<file path="src/rtl/etwa_pkg.sv">
// shared types and constants of the edge-truncated window average block
// no dependencies
package etwa_pkg;

   // field widths
   localparam int SAMPLE_W    = 32;
   localparam int AVG_W       = 32;
   localparam int STEP_W      = 32;
   localparam int WIDTH_W     = 5;
   localparam int ALIGN_W     = 2;
   localparam int LENGTH_W    = 32;
   localparam int CSR_DATA_W  = 32;
   localparam int CSR_INDEX_W = 2;

   // default largest window width; legal range 1 to 256
   localparam int ETWA_MAX_WIDTH = 16;

   // quotient bits resolved per divider cycle
   localparam int DIGIT_BITS = 4;

   // register indexes
   localparam logic [CSR_INDEX_W-1:0] CSR_WINDOW_WIDTH  = 2'd0;
   localparam logic [CSR_INDEX_W-1:0] CSR_ALIGNMENT     = 2'd1;
   localparam logic [CSR_INDEX_W-1:0] CSR_SERIES_LENGTH = 2'd2;

   // alignment codes
   localparam logic [ALIGN_W-1:0] ALIGN_BACKWARD = 2'd0;
   localparam logic [ALIGN_W-1:0] ALIGN_FORWARD  = 2'd1;
   localparam logic [ALIGN_W-1:0] ALIGN_CENTERED = 2'd2;

   // register reset values
   localparam logic [WIDTH_W-1:0]  WIDTH_RESET  = 5'd3;
   localparam logic [ALIGN_W-1:0]  ALIGN_RESET  = ALIGN_BACKWARD;
   localparam logic [LENGTH_W-1:0] LENGTH_RESET = 32'd1;

   // control from the sequencer to the divider
   typedef struct packed {
      logic start;
      logic negate;
   } div_ctl_type;

endpackage

</file>
<file path="src/rtl/etwa_cell.sv">
// one cell of the sample chain: holds a sample, takes its neighbor's on shift
// depends on etwa_pkg
module etwa_cell
   import etwa_pkg::*;
(
   input  logic                       clock,
   input  logic                       shift,
   input  logic signed [SAMPLE_W-1:0] data_in,
   output logic signed [SAMPLE_W-1:0] data_out
);

   logic signed [SAMPLE_W-1:0] data_ff;

   // payload register, no reset
   always_ff @(posedge clock) begin
      if (shift) begin
         data_ff <= data_in;
      end
   end

   assign data_out = data_ff;

endmodule

</file>
<file path="src/rtl/etwa_divider.sv">
// iterative unsigned divider, DIGIT_BITS quotient bits per cycle, signed result
// depends on etwa_pkg
module etwa_divider
   import etwa_pkg::*;
#(
   parameter int MAG_W = 37,
   parameter int CNT_W = 5
) (
   input  logic                    clock,
   input  logic                    reset,
   input  div_ctl_type             ctl,
   input  logic [MAG_W-1:0]        dividend,
   input  logic [CNT_W-1:0]        divisor,
   output logic                    done,
   output logic signed [AVG_W-1:0] quotient
);

   localparam int STEPS   = (MAG_W + DIGIT_BITS - 1) / DIGIT_BITS;
   localparam int Q_W     = STEPS * DIGIT_BITS;
   localparam int STEPS_W = $clog2(STEPS + 1);

   logic [Q_W-1:0]     work_ff, work_in;
   logic [CNT_W-1:0]   rem_ff, rem_in;
   logic [CNT_W-1:0]   div_ff;
   logic               neg_ff;
   logic [STEPS_W-1:0] steps_ff;
   logic               busy_ff;
   logic               done_ff;
   logic [AVG_W-1:0]   quo_ff, quo_in;
   logic [CNT_W:0]     part;
   logic [Q_W-1:0]     shift_word;
   logic               final_step;

   // restoring division over one digit
   always_comb begin
      part       = {1'b0, rem_ff};
      shift_word = work_ff;
      for (int i = 0; i < DIGIT_BITS; i++) begin
         part       = {part[CNT_W-1:0], shift_word[Q_W-1]};
         shift_word = {shift_word[Q_W-2:0], 1'b0};
         if (part >= {1'b0, div_ff}) begin
            part          = part - {1'b0, div_ff};
            shift_word[0] = 1'b1;
         end
      end
      rem_in  = part[CNT_W-1:0];
      work_in = shift_word;
   end

   // sign applied to the truncated magnitude
   assign quo_in     = neg_ff ? -work_in[AVG_W-1:0] : work_in[AVG_W-1:0];
   assign final_step = busy_ff && (steps_ff == STEPS_W'(1));

   // control
   always_ff @(posedge clock) begin
      if (reset) begin
         busy_ff  <= 1'b0;
         done_ff  <= 1'b0;
         steps_ff <= '0;
      end else begin
         done_ff <= final_step;
         if (ctl.start) begin
            busy_ff  <= 1'b1;
            steps_ff <= STEPS_W'(STEPS);
         end else if (busy_ff) begin
            steps_ff <= steps_ff - STEPS_W'(1);
            if (final_step) begin
               busy_ff <= 1'b0;
            end
         end
      end
   end

   // datapath
   always_ff @(posedge clock) begin
      if (ctl.start) begin
         work_ff <= Q_W'(dividend);
         rem_ff  <= '0;
         div_ff  <= divisor;
         neg_ff  <= ctl.negate;
      end else if (busy_ff) begin
         work_ff <= work_in;
         rem_ff  <= rem_in;
         if (final_step) begin
            quo_ff <= quo_in;
         end
      end
   end

   assign done     = done_ff;
   assign quotient = quo_ff;

endmodule

</file>
<file path="src/rtl/edge_truncated_window_average.sv">
// Edge-truncated moving average over a time series of signed samples.
// Input channel req_: one sample word per time step, in order; step 0 is the
// first word after reset or after the word that ends a series.
// Result channel rsp_: window mean (truncated toward zero), its time step, and
// a flag on the last result caused by one input word.
// Config port csr_: write enable, index and data; write only while idle.
// Backward windows give one result per input at once; forward and centered
// results come late, and the word for the last step flushes every pending
// step, up to 16 results.
// Each result sums the samples inside its window one by one over the cell
// chain, then runs the digit-serial divider. A word that completes no window
// is taken and done without leaving the idle state.
// req_ready is high only when no result is being computed; a result waiting
// in the output register does not block the next input word. When the
// receiver stalls, computation of the next result stops at its output.
// Reset (synchronous) empties the pipeline, restarts at step 0 and restores
// width 3, backward alignment and series length 1; sample cells are not
// cleared.
// depends on etwa_pkg, etwa_cell, etwa_divider
module edge_truncated_window_average
   import etwa_pkg::*;
#(
   parameter int MAX_WIDTH = ETWA_MAX_WIDTH
) (
   input  logic                       clock,
   input  logic                       reset,
   input  logic                       req_valid,
   output logic                       req_ready,
   input  logic signed [SAMPLE_W-1:0] req_sample,
   output logic                       rsp_valid,
   input  logic                       rsp_ready,
   output logic signed [AVG_W-1:0]    rsp_average,
   output logic [STEP_W-1:0]          rsp_out_step,
   output logic                       rsp_run_last,
   input  logic                       csr_write,
   input  logic [CSR_INDEX_W-1:0]     csr_index,
   input  logic [CSR_DATA_W-1:0]      csr_wdata
);

   // oldest age ever read; a 5-bit width caps it at 30
   localparam int MAX_AGE = (MAX_WIDTH < 30) ? MAX_WIDTH : 30;
   localparam int STORE_D = MAX_AGE + 1;
   localparam int AGE_W   = $clog2(STORE_D);
   localparam int CNT_W   = $clog2(STORE_D + 1);
   localparam int SUM_W   = SAMPLE_W + $clog2(STORE_D);
   localparam int MAG_W   = SUM_W;

   typedef enum logic [5:0] {
      S_IDLE     = 6'b000001,
      S_START    = 6'b000010,
      S_ACCUM    = 6'b000100,
      S_DIV_GO   = 6'b001000,
      S_DIV_WAIT = 6'b010000,
      S_EMIT     = 6'b100000
   } state_type;

   state_type state_ff, state_in;

   logic [WIDTH_W-1:0]  width_ff;
   logic [ALIGN_W-1:0]  align_ff;
   logic [LENGTH_W-1:0] length_ff;
   logic [STEP_W-1:0]   step_ff;

   logic [WIDTH_W-1:0]  w_eff, before_c, after_c, d0;
   logic [LENGTH_W-1:0] len_m1;
   logic                accept, is_last, has_result;

   logic [STEP_W-1:0]   s_ff, t_ff;
   logic [WIDTH_W-1:0]  d_ff, dstop_ff, before_ff, after_ff;
   logic [AGE_W-1:0]    age_ff, age_end_ff, age_lo_c, age_hi_c;
   logic [WIDTH_W:0]    reach_c;
   logic [CNT_W-1:0]    cnt_ff, cnt_c;
   logic signed [SUM_W-1:0] acc_ff;
   logic [MAG_W-1:0]    mag_c;
   logic                final_c, emit_load;

   logic signed [SAMPLE_W-1:0] store [STORE_D];

   div_ctl_type             div_ctl;
   logic                    div_done;
   logic signed [AVG_W-1:0] div_quotient;

   logic                    rsp_valid_ff;
   logic signed [AVG_W-1:0] avg_ff;
   logic [STEP_W-1:0]       out_step_ff;
   logic                    run_last_ff;

   // effective width, alignment and series end
   always_comb begin
      if (width_ff == '0) begin
         w_eff = WIDTH_W'(1);
      end else if (int'(width_ff) > MAX_WIDTH) begin
         w_eff = WIDTH_W'(MAX_WIDTH);
      end else begin
         w_eff = width_ff;
      end
      unique case (align_ff)
         ALIGN_FORWARD: begin
            before_c = '0;
            after_c  = w_eff - WIDTH_W'(1);
         end
         ALIGN_CENTERED: begin
            before_c = w_eff >> 1;
            after_c  = w_eff >> 1;
         end
         default: begin
            before_c = w_eff - WIDTH_W'(1);
            after_c  = '0;
         end
      endcase
   end

   assign len_m1     = (length_ff == '0) ? '0 : length_ff - LENGTH_W'(1);
   assign accept     = req_valid && req_ready;
   assign is_last    = step_ff >= len_m1;
   assign has_result = is_last || (step_ff >= STEP_W'(after_c));
   // distance from the current step back to the first step to emit
   assign d0         = (step_ff >= STEP_W'(after_c)) ? after_c : step_ff[WIDTH_W-1:0];

   // sample chain, newest in cell 0
   for (genvar i = 0; i < STORE_D; i++) begin : g_cell
      logic signed [SAMPLE_W-1:0] link;
      if (i == 0) begin : g_head
         assign link = req_sample;
      end else begin : g_link
         assign link = store[i-1];
      end
      etwa_cell u_cell (
         .clock    (clock),
         .shift    (accept),
         .data_in  (link),
         .data_out (store[i])
      );
   end

   // window ages of the step being worked on, clipped to the series
   assign age_lo_c = (d_ff > after_ff) ? AGE_W'(d_ff - after_ff) : '0;
   assign reach_c  = {1'b0, d_ff} + {1'b0, before_ff};
   assign age_hi_c = (s_ff >= STEP_W'(before_ff)) ? AGE_W'(reach_c) : AGE_W'(t_ff);
   assign cnt_c    = CNT_W'(age_hi_c - age_lo_c) + CNT_W'(1);

   // magnitude and sign for the divider
   assign mag_c          = acc_ff[SUM_W-1] ? MAG_W'(-acc_ff) : MAG_W'(acc_ff);
   assign div_ctl.start  = (state_ff == S_DIV_GO);
   assign div_ctl.negate = acc_ff[SUM_W-1];

   etwa_divider #(
      .MAG_W (MAG_W),
      .CNT_W (CNT_W)
   ) u_divider (
      .clock    (clock),
      .reset    (reset),
      .ctl      (div_ctl),
      .dividend (mag_c),
      .divisor  (cnt_ff),
      .done     (div_done),
      .quotient (div_quotient)
   );

   assign final_c   = (d_ff == dstop_ff);
   assign emit_load = (state_ff == S_EMIT) && (!rsp_valid_ff || rsp_ready);

   // sequencer
   always_comb begin
      state_in = state_ff;
      unique case (state_ff)
         S_IDLE: begin
            if (accept && has_result) begin
               state_in = S_START;
            end
         end
         S_START: state_in = S_ACCUM;
         S_ACCUM: begin
            if (age_ff == age_end_ff) begin
               state_in = S_DIV_GO;
            end
         end
         S_DIV_GO: state_in = S_DIV_WAIT;
         S_DIV_WAIT: begin
            if (div_done) begin
               state_in = S_EMIT;
            end
         end
         S_EMIT: begin
            if (emit_load) begin
               state_in = final_c ? S_IDLE : S_START;
            end
         end
         default: state_in = S_IDLE;
      endcase
   end

   // control state and configuration registers
   always_ff @(posedge clock) begin
      if (reset) begin
         state_ff     <= S_IDLE;
         step_ff      <= '0;
         rsp_valid_ff <= 1'b0;
         width_ff     <= WIDTH_RESET;
         align_ff     <= ALIGN_RESET;
         length_ff    <= LENGTH_RESET;
      end else begin
         state_ff <= state_in;
         if (accept) begin
            step_ff <= is_last ? '0 : step_ff + STEP_W'(1);
         end
         if (emit_load) begin
            rsp_valid_ff <= 1'b1;
         end else if (rsp_ready) begin
            rsp_valid_ff <= 1'b0;
         end
         if (csr_write) begin
            unique case (csr_index)
               CSR_WINDOW_WIDTH:  width_ff  <= csr_wdata[WIDTH_W-1:0];
               CSR_ALIGNMENT:     align_ff  <= csr_wdata[ALIGN_W-1:0];
               CSR_SERIES_LENGTH: length_ff <= csr_wdata[LENGTH_W-1:0];
               default: ;
            endcase
         end
      end
   end

   // datapath registers
   always_ff @(posedge clock) begin
      if (accept) begin
         t_ff      <= step_ff;
         s_ff      <= step_ff - STEP_W'(d0);
         d_ff      <= d0;
         dstop_ff  <= is_last ? '0 : d0;
         before_ff <= before_c;
         after_ff  <= after_c;
      end
      if (state_ff == S_START) begin
         age_ff     <= age_lo_c;
         age_end_ff <= age_hi_c;
         cnt_ff     <= cnt_c;
         acc_ff     <= '0;
      end
      if (state_ff == S_ACCUM) begin
         acc_ff <= acc_ff + SUM_W'(store[age_ff]);
         age_ff <= age_ff + AGE_W'(1);
      end
      if (emit_load) begin
         avg_ff      <= div_quotient;
         out_step_ff <= s_ff;
         run_last_ff <= final_c;
         if (!final_c) begin
            d_ff <= d_ff - WIDTH_W'(1);
            s_ff <= s_ff + STEP_W'(1);
         end
      end
   end

   assign req_ready    = (state_ff == S_IDLE);
   assign rsp_valid    = rsp_valid_ff;
   assign rsp_average  = avg_ff;
   assign rsp_out_step = out_step_ff;
   assign rsp_run_last = run_last_ff;

endmodule

</file>
<file path="config.mk">
export PLATFORM = sky130hd
export DESIGN_NAME = edge_truncated_window_average
export DESIGN_NICKNAME = d
export VERILOG_FILES = /design/src/rtl/etwa_pkg.sv /design/src/rtl/etwa_cell.sv /design/src/rtl/etwa_divider.sv /design/src/rtl/edge_truncated_window_average.sv
export SDC_FILE = /design/constraint.sdc
export NUM_CORES = 1
export LEC_CHECK = 0
export ABC_AREA = 0
export BUFFER_PORTS_ARGS = -buffer_cell sky130_fd_sc_hd__buf_2
export CORE_MARGIN = 10
export CORE_UTILIZATION = 57
export DETAILED_ROUTE_END_ITERATION = 10
export GPL_TIMING_DRIVEN = 1
export PLACE_DENSITY = 0.74
export SLEW_MARGIN = 20
export SYNTH_ARGS = -nofsm -noshare
export SYNTH_HDL_FRONTEND = slang
export SYNTH_HIERARCHICAL = 1
export SYNTH_SLANG_ARGS = --single-unit
</file>
<file path="constraint.sdc">
create_clock -name clock -period 24.7 [get_ports clock]
set_input_delay 4.94 -clock clock [delete_from_list [all_inputs] [get_ports clock]]
set_output_delay 4.94 -clock clock [all_outputs]
set_load 0.01 [all_outputs]
</file>
==> results by group <==
Timing
  – Skew final: 35.4 ps
  – Post-layout min period: 9060 ps
  – Final slew viol count: 0
  – Worst-Margin Slew: 1120 ps
  – Setup violators final: 0
  – Max_slew headroom: 25.5%
  – RSZ-0062 raised after global routing: no
  – Worst hold slack: 417 ps
  – Fmax: 110 MHz
  – Tcrit/Tclk final: 36.7%
  – Setup TNS: 0 ps
  – Final Hold Fails: 0

Yosys
  – Async set-reset flop share out of synthesis: 0%
  – Post-synth EDFFs: 756
  – Leading area contributor after synthesis: edfxtp_1
  – Synthesized area: 40800 um2
  – Top cell type's share of synthesized area: 55.7%
  – Synth cell types: 104
  – Seq/Total Area, Yosys: 62.0%
  – Synth warn: 6
  – Top post-synthesis cells by area: edfxtp_1, mux4_2, dfxtp_1
  – Net count after synthesis: 3050
  – Register bit total from synthesis: 885
  – Syn avg cell area: 14.4 um2
  – Synth Flop Type: edfxtp_1
  – Cells after Synth: 2839

Clock network
  – CTS sink count: 885
  – CTS max path bufs: 3
  – H-tree levels: 3
  – Worst-path clk slew: 60 ps
  – # Post-CTS Setup Buffers: 0
  – TritonCTS clock tree: done
  – CTS buffer count: 89
  – Clock Latency Late Sink: 640 ps
  – CTS root buffer: clkbuf_16
  – Post-CTS resize count: 0
  – Post-CTS Hold Buffers: 0

Route
  – Mean routed wirelength per cell: 20.7 um
  – Drt pass-1 iters: 6
  – Iter 0 DRT Violations: 2367
  – Vias per cell: 6.03
  – Routed WL: 82800 um
  – DR vias: 24065
  – Post-route ant nets: 0
  – Drt drc: 0

Final layout
  – Proportion of layout cells with a drive suffix above 1: 18.1%
  – Non-Filler Instances: 3994
  – Register Area: 25300 um2
  – ANT cells: 0
  – Multi-input gate area: 14800 um2
  – Number of nets in the layout: 3189
  – FILL cells: 5095
  – Area grow syn2layout: 11.1%

Die
  – Die area: 82600 um2
  – Row count: 98
  – Starting Density: 57.2%
  – Ports: 138
  – Die H: 287 um
  – Die Width: 287 um
  – Core area: 71200 um2

Critical path
  – Worst path required time: 24960 ps
  – CP Capture Type: flip-flop
  – Worst path cell trace: buf_2, nand2_1, inv_8, buf_4, buf_4, buf_12, buf_16
  – Slowest stage delay, CP: 930 ps
  – Critical Path Start Type: primary input
  – Crit Path Max Fanout: 137
  – Crit path max-delay cell type: buf_4
  – CP Class: in2reg
  – Critical Path Most Common Cell: buf_4
  – WP data arrival: 9320 ps

Global route
  – Vias in the first global route: 23801
  – Met3 Usage GRT: 2.94%
  – GRT Overall Usage: 20.0%
  – Initial antenna violation count: 0
  – Layer with the highest usage: met2
  – Gr ovfl total: 0
  – First-pass GRT wire length: 133000 um
  – Met1 GRT Util: 29.3%
  – Met2 usage: 30.6%
  – Largest net degree at the start of global routing: 229

Placement
  – Detailed placement HPWL: 54600 um
  – Gp weighted congestion: 0.874
  – PortBufs: 137
  – Placed insts: 3835

Job
  – Max_cap viols: 0

Worst hold path
  – Min-delay worst type: reg2reg

Power and ir drop
  – Leakage: 0.0159 uW
  – Sequential power share: 46.1%
  – Clk pwr share: 24.3%
  – Power density over the cells: 118 nW/um2
  – VDD IR-drop max: 0.102 mV
  – NetSw: 1700 uW
  – Comb pwr share: 29.6%
  – Cell-internal power: 3650 uW
  – Sw frac: 31.8%

Run status
  – Status: finished, final reports clean
-- worst max-delay path, delay by kind of cell --
kind | cells | cell delay, ps
and+or+nand+nor | 1 | 390
buffers and inverters | 6 | 3500
-- layout by cell type (no fill, tap or decap), drive strengths merged, types with 11 or more instances in the layout --
master and count:
a21oi 154, mux4 159, or3 24, nand2b 23, a21o 45, buf 159, nor3 49, o41ai 13
xor2 62, or4 17, nor4 24, nand4 21, and2 12, nand3 55, xnor2 145, o31ai 29
mux2 47, clkinv 30, nand3b 11, mux2i 25, o21a 11, o21ai 86, or2 16, inv 83
nor2 191, edfxtp 756, clkbuf 116, nand2 207, dfxtp 129, nor2b 20, and3 19, a211oi 16
a22o 31, ha 131
-- path summary, 6_finish.rpt --
| path | from | endpoint | slack (ps) | depth (start not counted) |
|---|---|---|---|---|
| hold reg to reg | u_divider/quotient[19]$_DFFE_PP_ | rsp_average[19]$_DFFE_PP_ | 420 | 0 |
| setup reg to reg | u_divider/div_ff[1]$_DFFE_PP_ | u_divider/quotient[16]$_DFFE_PP_ | 15890 | 34 |
| setup / recovery | req_valid | g_cell[14].u_cell/data_out[2]$_DFFE_PP_ | 15640 | 7 |
| hold / removal | u_divider/quotient[19]$_DFFE_PP_ | rsp_average[19]$_DFFE_PP_ | 420 | 0 |
-- synthesized netlist by cell type, types with 23 or more instances --
cell type and instances:
buf_1 25, o31ai_1 24, nor3_1 48, o21ai_0 65, mux2i_1 23, xor2_1 62, a22o_1 31, dfxtp_1 129
xnor2_1 144, nor2_1 190, nand3_1 54, edfxtp_1 756, ha_1 131, nand2_1 205, clkbuf_1 79, a21o_1 45
mux4_2 159, a21oi_1 151, mux2_2 47, nand2b_1 23, nor4_1 24, inv_1 75
-- power by group through the flow --
stage          combinational, uW  clock [uW]  sequential, uW
2_1_floorplan               1250           0            2630
3_3_place_gp                1530           0            2450
3_5_place_dp                1570           0            2490
4_1_cts                     1580        1330            2470
5_1_grt                     1750        1390            2510
6_report                    1580        1300            2460
-- state kept, by name, summed over array words and instances, names as in the netlist, 6 cells and up --
| name | count |
|---|---|
| rsp_average | 32 |
| state_ff | 6 |
| length_ff | 32 |
| u_divider/work_ff | 40 |
| s_ff | 32 |
| u_divider/quotient | 32 |
| step_ff | 32 |
| g_cell.u_cell/data_out | 544 |
| rsp_out_step | 32 |
| acc_ff | 37 |
-- per-stage QoR --
stage | setup slack (ps) | instance area, um2 | power [uW] | utilization (%)
floorplan | 2780 | 40800 | 3880 | -
global placement | 15410 | 42400 | 3980 | 59.6
detailed placement | 15160 | 42400 | 4060 | 59.6
CTS | 15820 | 45200 | 5380 | 63.5
global route | 15230 | 45300 | 5650 | 63.6
finish | 15640 | 45300 | 5340 | 63.6
-- logic make-up after synthesis --
group	count (synthesis)	synth area share, %
DFF	885	62.0
muxes	231	10.7
adders and majority gates	140	4.46
buffers and inverters	191	1.83
xor gates and xnor gates	207	4.46
AOI/OAI and AO/OA	468	7.88
and+or+nand+nor	717	8.62
-- final cells by class --
cell class	count	area share (%)
inverters	80	0.691
multi-input cells	1763	32.6
clock inverters	41	0.834
flip-flops and latches	885	55.8
clock buffers	116	5.39
repair buffers	159	2.01
well taps	950	2.62
-- routing by layer --
metal | vias to the layer above | part of all wire [%]
met1 | 12043 | 45
met5 | - | 0
met2 | 675 | 47
li1 | 11215 | -
met3 | 132 | 5.7
met4 | 0 | 2.4
No activity file was read; power rests on OpenSTA's default activity.
